==> config.mk <==
export PLATFORM = sky130hd
export DESIGN_NAME = float48_add_sticky_normalize_flat
export DESIGN_NICKNAME = d
export VERILOG_FILES = /design/src/fa48_pkg.sv /design/src/fa48_channels.sv /design/src/float48_add_sticky_normalize.sv /design/src/fa48_align.sv /design/src/fa48_norm.sv /design/src/flat_wrapper.sv
export SDC_FILE = /design/constraint.sdc
export NUM_CORES = 1
export LEC_CHECK = 0
export BUFFER_PORTS_ARGS = -buffer_cell sky130_fd_sc_hd__clkbuf_2
export CORE_MARGIN = 2
export CORE_UTILIZATION = 30
export CTS_BUF_LIST = sky130_fd_sc_hd__clkbuf_16
export DETAILED_ROUTE_END_ITERATION = 10
export PLACE_DENSITY = 0.46
export SKIP_LAST_GASP = 1
export SLEW_MARGIN = 20
export SYNTH_ARGS = -nofsm -noshare
export SYNTH_HDL_FRONTEND = slang
export SYNTH_SLANG_ARGS = --single-unit
==> constraint.sdc <==
create_clock -name clk -period 12.52 [get_ports clk]
set_input_delay 2.504 -clock clk [delete_from_list [all_inputs] [get_ports clk]]
set_output_delay 2.504 -clock clk [all_outputs]
set_load 0.05 [all_outputs]
==> src/fa48_pkg.sv <==
// Shared types and constants for the 48-bit float adder.
// Used by the align/add stage, the normalize stage and the top level.
package fa48_pkg;

    localparam logic [14:0] EXP_MASK = 15'h7FFF;
    localparam logic [31:0] MANT_ONES = 32'hFFFF_FFFF;
    localparam logic [31:0] MANT_MSB = 32'h8000_0000;

    // Result status codes
    localparam logic [1:0] ST_EXACT = 2'd0;
    localparam logic [1:0] ST_INEXACT = 2'd1;
    localparam logic [1:0] ST_OVERFLOW = 2'd2;
    localparam logic [1:0] ST_UNDERFLOW = 2'd3;

    // Raw sum out of the align/add stage, before carry handling and normalization
    typedef struct packed {
        logic        sign;
        logic [14:0] exp_max;
        logic        carry;
        logic        lost;
        logic [31:0] mant;
    } sum_t;

    // Packed result item
    typedef struct packed {
        logic [15:0] sign_exp;
        logic [31:0] mantissa;
        logic [1:0]  status;
    } res_t;

endpackage

==> src/fa48_channels.sv <==
// Valid/ready channel interfaces for operand and result items of the 48-bit float adder.
// No dependencies.
interface fa48_operand_if;
    logic        valid;
    logic        ready;
    logic [15:0] a_sign_exp;
    logic [31:0] a_mantissa;
    logic [15:0] b_sign_exp;
    logic [31:0] b_mantissa;

    modport source (output valid, a_sign_exp, a_mantissa, b_sign_exp, b_mantissa,
                    input ready);
    modport sink (input valid, a_sign_exp, a_mantissa, b_sign_exp, b_mantissa,
                  output ready);
endinterface

interface fa48_result_if;
    logic        valid;
    logic        ready;
    logic [15:0] result_sign_exp;
    logic [31:0] result_mantissa;
    logic [1:0]  status;

    modport source (output valid, result_sign_exp, result_mantissa, status, input ready);
    modport sink (input valid, result_sign_exp, result_mantissa, status, output ready);
endinterface

==> src/float48_add_sticky_normalize.sv <==
// 48-bit float adder: an accepted operand item is held in the input register, then
// in the result register (2 register stages), from which the result channel offers it.
// Throughput one item per cycle unless stalled: input register, one pass of
// align/add/normalize logic, result register, which frees while its item is taken.
// rst_n (async, active low) clears both valid flags; payload registers are not reset.
// Depends on fa48_pkg, fa48_channels, fa48_align and fa48_norm.
module float48_add_sticky_normalize (
    input  logic                  clk,
    input  logic                  rst_n,
    fa48_operand_if.sink          operand,
    fa48_result_if.source         result
);
    import fa48_pkg::*;

    // Input stage
    logic        in_valid_reg;
    logic        in_valid_next;
    logic [15:0] a_se_reg;
    logic [31:0] a_m_reg;
    logic [15:0] b_se_reg;
    logic [31:0] b_m_reg;

    // Result stage
    logic        out_valid_reg;
    logic        out_valid_next;
    res_t        out_reg;

    sum_t        sum;
    res_t        res;
    logic        advance;
    logic        take;

    // The result register can load when empty or when its item leaves this cycle
    assign advance = !out_valid_reg || result.ready;
    // The input register can load when empty or when it moves on to the result stage
    assign operand.ready = !in_valid_reg || advance;
    assign take = operand.valid && operand.ready;

    assign in_valid_next = operand.ready ? operand.valid : in_valid_reg;
    assign out_valid_next = advance ? in_valid_reg : out_valid_reg;

    always_ff @(posedge clk or negedge rst_n)
    begin
        if (!rst_n)
        begin
            in_valid_reg <= 1'b0;
            out_valid_reg <= 1'b0;
        end
        else
        begin
            in_valid_reg <= in_valid_next;
            out_valid_reg <= out_valid_next;
        end
    end

    // Capture operands on accept
    always_ff @(posedge clk)
    begin
        if (take)
        begin
            a_se_reg <= operand.a_sign_exp;
            a_m_reg <= operand.a_mantissa;
            b_se_reg <= operand.b_sign_exp;
            b_m_reg <= operand.b_mantissa;
        end
    end

    // Align, add, sticky fold
    fa48_align u_align (
        .a_sign_exp (a_se_reg),
        .a_mantissa (a_m_reg),
        .b_sign_exp (b_se_reg),
        .b_mantissa (b_m_reg),
        .sum        (sum)
    );

    // Carry, normalize, range check, pack
    fa48_norm u_norm (
        .sum (sum),
        .res (res)
    );

    // Hold the result while stalled; load a fresh one when the stage advances
    always_ff @(posedge clk)
    begin
        if (advance && in_valid_reg)
        begin
            out_reg <= res;
        end
    end

    assign result.valid = out_valid_reg;
    assign result.result_sign_exp = out_reg.sign_exp;
    assign result.result_mantissa = out_reg.mantissa;
    assign result.status = out_reg.status;

`ifndef SYNTH
    // An operand item in the input register moves to the result stage when it is free
    a_advance: assert property (@(posedge clk) disable iff (!rst_n)
        in_valid_reg && advance |=> out_valid_reg)
        else $error("input item not moved to result stage");

    // Saturated overflow carries the all-ones mantissa and exponent
    a_ovf: assert property (@(posedge clk) disable iff (!rst_n)
        result.valid && result.status == ST_OVERFLOW |->
            result.result_mantissa == MANT_ONES && result.result_sign_exp[14:0] == EXP_MASK)
        else $error("overflow result not saturated");

    // Underflow flushes mantissa and exponent to zero
    a_unf: assert property (@(posedge clk) disable iff (!rst_n)
        result.valid && result.status == ST_UNDERFLOW |->
            result.result_mantissa == 32'd0 && result.result_sign_exp[14:0] == 15'd0)
        else $error("underflow result not flushed");

    // In-range nonzero results are normalized; zero results pack as word 0
    a_norm: assert property (@(posedge clk) disable iff (!rst_n)
        result.valid && (result.status == ST_EXACT || result.status == ST_INEXACT) |->
            result.result_mantissa[31] ||
            (result.result_mantissa == 32'd0 && result.result_sign_exp == 16'd0))
        else $error("result not normalized");
`endif

endmodule

==> src/fa48_align.sv <==
// Exponent compare, sticky right alignment and mantissa add/subtract.
// Depends on fa48_pkg.
module fa48_align (
    input  logic [15:0]    a_sign_exp,
    input  logic [31:0]    a_mantissa,
    input  logic [15:0]    b_sign_exp,
    input  logic [31:0]    b_mantissa,
    output fa48_pkg::sum_t sum
);
    import fa48_pkg::*;

    // Shift right by d; top bit of the result flags ones shifted out.
    function automatic logic [32:0] shift_sticky(input logic [31:0] m, input logic [14:0] d);
        logic [31:0] mask;
        mask = ~(MANT_ONES << d[4:0]);
        if (d >= 15'd32)
            return {(m != 32'd0), 32'd0};
        return {((m & mask) != 32'd0), m >> d[4:0]};
    endfunction

    logic [14:0] ea;
    logic [14:0] eb;
    logic        sa;
    logic        sb;
    logic [31:0] ma;
    logic [31:0] mb;
    logic [32:0] shifted;
    logic        lost;
    logic [32:0] add33;
    logic [31:0] r;

    always_comb
    begin
        ea = a_sign_exp[14:0];
        eb = b_sign_exp[14:0];
        sa = a_sign_exp[15];
        sb = b_sign_exp[15];
        ma = a_mantissa;
        mb = b_mantissa;
        lost = 1'b0;
        shifted = '0;
        sum = '0;

        // Align the operand with the smaller exponent
        if (ea > eb)
        begin
            shifted = shift_sticky(b_mantissa, ea - eb);
            mb = shifted[31:0];
            lost = shifted[32];
            sum.exp_max = ea;
        end
        else if (eb > ea)
        begin
            shifted = shift_sticky(a_mantissa, eb - ea);
            ma = shifted[31:0];
            lost = shifted[32];
            sum.exp_max = eb;
        end
        else
        begin
            sum.exp_max = ea;
        end

        add33 = {1'b0, ma} + {1'b0, mb};
        if (sa == sb)
        begin
            sum.sign = sa;
            r = add33[31:0];
            sum.carry = add33[32];
        end
        else if (ma >= mb)
        begin
            sum.sign = sa;
            r = ma - mb;
            sum.carry = 1'b0;
        end
        else
        begin
            sum.sign = sb;
            r = mb - ma;
            sum.carry = 1'b0;
        end

        // Fold the sticky bit into the lsb before the carry shift
        sum.mant = r | {31'd0, lost};
        sum.lost = lost;
    end

endmodule

==> src/fa48_norm.sv <==
// Carry handling, leading-zero normalization, exponent range check and result packing.
// Depends on fa48_pkg.
module fa48_norm (
    input  fa48_pkg::sum_t sum,
    output fa48_pkg::res_t res
);
    import fa48_pkg::*;

    logic [31:0]        m0;
    logic [31:0]        m1;
    logic [31:0]        m2;
    logic [31:0]        m3;
    logic [31:0]        m4;
    logic [31:0]        m5;
    logic [4:0]         lz;
    logic               zero;
    logic signed [16:0] exp_b;

    always_comb
    begin
        // Carry out: shift right, set the msb, bump the exponent
        m0 = sum.carry ? ((sum.mant >> 1) | MANT_MSB) : sum.mant;
        zero = (m0 == 32'd0);

        // Log shifter: strip leading zeros in steps of 16, 8, 4, 2, 1
        lz[4] = (m0[31:16] == 16'd0);
        m1 = lz[4] ? (m0 << 16) : m0;
        lz[3] = (m1[31:24] == 8'd0);
        m2 = lz[3] ? (m1 << 8) : m1;
        lz[2] = (m2[31:28] == 4'd0);
        m3 = lz[2] ? (m2 << 4) : m2;
        lz[1] = (m3[31:30] == 2'd0);
        m4 = lz[1] ? (m3 << 2) : m3;
        lz[0] = !m4[31];
        m5 = lz[0] ? (m4 << 1) : m4;

        exp_b = $signed({2'b00, sum.exp_max}) + $signed({16'd0, sum.carry})
              - $signed({12'd0, lz});

        if (zero)
        begin
            res.sign_exp = 16'd0;
            res.mantissa = 32'd0;
            res.status = ST_EXACT;
        end
        else if (exp_b > $signed({2'b00, EXP_MASK}))
        begin
            res.sign_exp = {sum.sign, EXP_MASK};
            res.mantissa = MANT_ONES;
            res.status = ST_OVERFLOW;
        end
        else if (exp_b < 17'sd0)
        begin
            res.sign_exp = {sum.sign, 15'd0};
            res.mantissa = 32'd0;
            res.status = ST_UNDERFLOW;
        end
        else
        begin
            res.sign_exp = {sum.sign, exp_b[14:0]};
            res.mantissa = m5;
            res.status = sum.lost ? ST_INEXACT : ST_EXACT;
        end
    end

endmodule
==> src/flat_wrapper.sv <==
// flat-port wrapper written by rule: the top's interface ports become plain ports
module float48_add_sticky_normalize_flat import fa48_pkg::*;
  (clk, rst_n, operand_valid, operand_a_sign_exp, operand_a_mantissa, operand_b_sign_exp, operand_b_mantissa, operand_ready, result_valid, result_result_sign_exp, result_result_mantissa, result_status, result_ready);
  fa48_operand_if operand_i ();
  fa48_result_if result_i ();
  input  logic clk;
  input  logic rst_n;
  input wire logic [$bits(operand_i.valid)-1:0] operand_valid;
  input wire logic [$bits(operand_i.a_sign_exp)-1:0] operand_a_sign_exp;
  input wire logic [$bits(operand_i.a_mantissa)-1:0] operand_a_mantissa;
  input wire logic [$bits(operand_i.b_sign_exp)-1:0] operand_b_sign_exp;
  input wire logic [$bits(operand_i.b_mantissa)-1:0] operand_b_mantissa;
  output wire logic [$bits(operand_i.ready)-1:0] operand_ready;
  output wire logic [$bits(result_i.valid)-1:0] result_valid;
  output wire logic [$bits(result_i.result_sign_exp)-1:0] result_result_sign_exp;
  output wire logic [$bits(result_i.result_mantissa)-1:0] result_result_mantissa;
  output wire logic [$bits(result_i.status)-1:0] result_status;
  input wire logic [$bits(result_i.ready)-1:0] result_ready;
  assign operand_i.valid = operand_valid;
  assign operand_i.a_sign_exp = operand_a_sign_exp;
  assign operand_i.a_mantissa = operand_a_mantissa;
  assign operand_i.b_sign_exp = operand_b_sign_exp;
  assign operand_i.b_mantissa = operand_b_mantissa;
  assign operand_ready = operand_i.ready;
  assign result_valid = result_i.valid;
  assign result_result_sign_exp = result_i.result_sign_exp;
  assign result_result_mantissa = result_i.result_mantissa;
  assign result_status = result_i.status;
  assign result_i.ready = result_ready;
  float48_add_sticky_normalize u_core (.clk(clk), .rst_n(rst_n), .operand(operand_i), .result(result_i));
endmodule
==> run_results.csv <==
group,metric,value,unit
logic_synthesis,syn_area,0.0196,mm^2
power,clock_power_share,14.2,%
clocking,cts_inserted_buffers,17,
floorplan,row_count,93,
layout,drive_above_1_share,18.6,%
setup_path,crit_arrival,12300,ps
layout,nFillCells,6900,
placed_design,place.gp.congestion,0.962,
placed_design,hpwl,69.1,mm
setup_path,slowest_delay,470,ps
sta,tightest_slew,886,ps
clocking,clock-sinks,148,
logic_synthesis,syn-num-nets,2834,
setup_path,required,12870,ps
global_route,grt_overflow,0,
setup_path,cpLargestDelayFamily,"compound AO/OA/AOI/OAI gates",
worst_hold_path,min_from,"u_core.in_valid_reg",
logic_synthesis,yosys_most_used_dff,"edfxtp_1",
drt,wl_met1,39.5,mm
layout,nets,3055,
flow_run,maxCapViolCount,0,
logic_synthesis,yosys_warnings,0,
setup_path,setup.worst_path.end_class,"register",
global_route,grt_pass1_wl,127,mm
layout,multi_input_area,0.0142,mm^2
clocking,path_clk_slew,80,ps
clocking,insertion_delay,500,ps
sta,setup_viol,0,
drt,vias_per_cell,5.73,
drt,wl_met2,39.6,mm
sta,max_freq,83.6,MHz
logic_synthesis,ys_ff_latch,148,
logic_synthesis,yosysTopAreaCellShare,22.3,%
logic_synthesis,yosysSeqAreaShare,22.6,%
placed_design,placed_area,0.0224,mm^2
clocking,cts.htree.levels,4,
clocking,cts_tree,"yes",
drt,highest_layer,"met4",
logic_synthesis,yosysMostFrequentCell,"nand2_1",
logic_synthesis,synth_cell_types,107,
sta,hold-worst-slack,498,ps
setup_path,worst_r2r_startpoint,"u_core.b_se_reg[1]",
layout,diodes,0,
layout,area.sequential,0.00443,mm^2
drt,wl_met3,4.28,mm
floorplan,start_util,30.4,%
layout,post_layout_nonfiller_instances,3668,
sta,fin_worst_skew,23.2,ps
sta,min_period,11960,ps
floorplan,die_y,260,um
worst_hold_path,hold_class,"reg2reg",
clocking,hold_buffers,0,
logic_synthesis,post-synth-top-area-cell,"edfxtp_1",
placed_design,placed_cells,3625,
floorplan,pin_count,152,
sta,finalHoldViolations,0,
logic_synthesis,synthTopCellsByCount,"nand2_1, a21oi_1, nor2_1",
floorplan,die-area,0.0674,mm^2
sta,relSlewSlack,39.4,%
power,ir_worst_vdd,0.106,mV
global_route,antenna_found_initial,1,
power,leakagePower,9.85,nW
setup_path,worstSetupPathType,"reg2reg",
placed_design,port_buffers,151,
sta,fin_crit_sh,95.5,%
drt,dr.pass1.iters,6,
sta,slew_viol_final,0,
setup_path,crit_start,"u_core.b_se_reg[1]",
global_route,grt_max_degree,62,
drt,first_iter_violations,2030,
power,combPwrFrac,68.1,%
power,pwr-share-seq,17.7,%
sta,rsz0062_at_grt,"true",
setup_path,crit_fanout,8,
clocking,cts_root_buf,"clkbuf_16",
global_route,grt_use_total,24.7,%
logic_synthesis,synth-edff-count,146,
power,powerDensity,177,mW/mm^2
drt,vias,21000,
power,swShare,51.2,%
logic_synthesis,syn_inst,2582,
power,power.internal,2.01,mW
drt,drcViolationCount,0,
drt,avgRoutedWirePerCell,23.4,um
clocking,clock_path_buffers,2,
layout,final_util,36.2,%
setup_path,cp.buffers_inverters,9,
setup_path,start_kind,"register",
logic_synthesis,async_reset_ff_share,1.35,%
global_route,grt_pass1_vias,20300,
drt,ant_nets,0,
setup_path,crit_path_top_delay_cell,"or4_4",
layout,area_delta_synth_final,19.1,%
drt,totalWireLength,85.7,mm
logic_synthesis,avgSynthCellArea,7.60,um^2
layout,final_area,0.0234,mm^2
power,p_sw,2.11,mW
status,status,"completed",
floorplan,die_w,260,um
floorplan,core_area,0.0646,mm^2
logic_synthesis,synth.area.top_cells,"edfxtp_1, ha_1, a21oi_1, mux2i_1, nand2_1",
## final cells by class
cell class / count / share of cell area, %
Clock buffer: 17 / 1.82
Clock inverter: 12 / 0.879
Inverter: 174 / 2.80
Multi-Input combinational cell: 2104 / 60.9
Sequential cell: 148 / 19.0
Tap cell: 855 / 4.58
Timing Repair Buffer: 358 / 10.0
## placed cells by master (no fill, tap or decap), types with 25 or more instances in the layout
cell      count
buf_4       203
clkbuf_2    151
inv_1       168
o21ai_0     186
nand2_1     284
nand3_1      38
a211oi_1     43
nor2_1      255
ha_1        144
o21bai_1     25
nand4_1      29
o211ai_1     32
mux2i_1     121
nor3_1       45
edfxtp_1    146
a21oi_1     255
xnor2_1      50
nor2b_1      36
a31oi_1      39
a21o_1       31
## per-stage QoR
stage	power, mW	setup TNS (ps)	setup WS [ps]
after floorplan	2.55	0	602
after global placement	3.48	0	198
after detailed placement	3.46	0	26.2
after CTS	4.07	0	38.7
after global routing	4.38	-967	-91.9
final	4.12	0	565
## worst reg2reg max path: cells and delay by family (launching register included)
kind                       cells  cell delay [ps]
DFF                            1              430
AOI/OAI and AO/OA             25             5000
xor gates and xnor gates       1               70
adders and majority gates      5             1420
buffers and inverters          9             1270
and+or+nand+nor               16             3620
## power by group through the flow
stage / logic [mW] / clock network (mW) / registers [mW]
2_1_floorplan: 1.61 / 0 / 0.937
3_3_place_gp: 2.74 / 0 / 0.740
3_5_place_dp: 2.72 / 0 / 0.740
4_1_cts: 2.74 / 0.601 / 0.730
5_1_grt: 3.03 / 0.617 / 0.735
6_report: 2.81 / 0.585 / 0.729
## routing by layer
layer	global-route usage, %	vias to the layer above
met5	0	-
met4	7.34	0
met3	2.75	98
met2	40.1	746
met1	34.4	10200
li1	-	9950
## what timing repair did
action	4_1_cts	5_1_grt
buffers inserted	0	11
pin swaps	0	8
gates resized for setup	1	61
cloned	0	3
endpoints found under the setup margin	1	49
## logic make-up after synthesis
kind of cell | synth area share [%]
AO/OA/AOI/OAI | 29.6
XOR/XNOR | 3.08
adder cells (fa/ha/maj) | 9.98
buffers and inverters | 6.79
flip-flops | 22.6
multiplexers | 8.09
AND/OR/NAND/NOR | 19.9
## path summary, 6_finish.rpt
kind,end,slack (ps),depth (start not counted)
worst max-delay path,u_core.result.result_mantissa[5],560,56
worst min-delay path,u_core.result.valid,500,1
worst max register to register,u_core.result.result_mantissa[5],560,56
worst min register to register,u_core.result.valid,500,1
max in group asynchronous,u_core.in_valid_reg,10630,1
min in group asynchronous,u_core.result.valid,1800,1
Power figures use the tool's default switching activity.
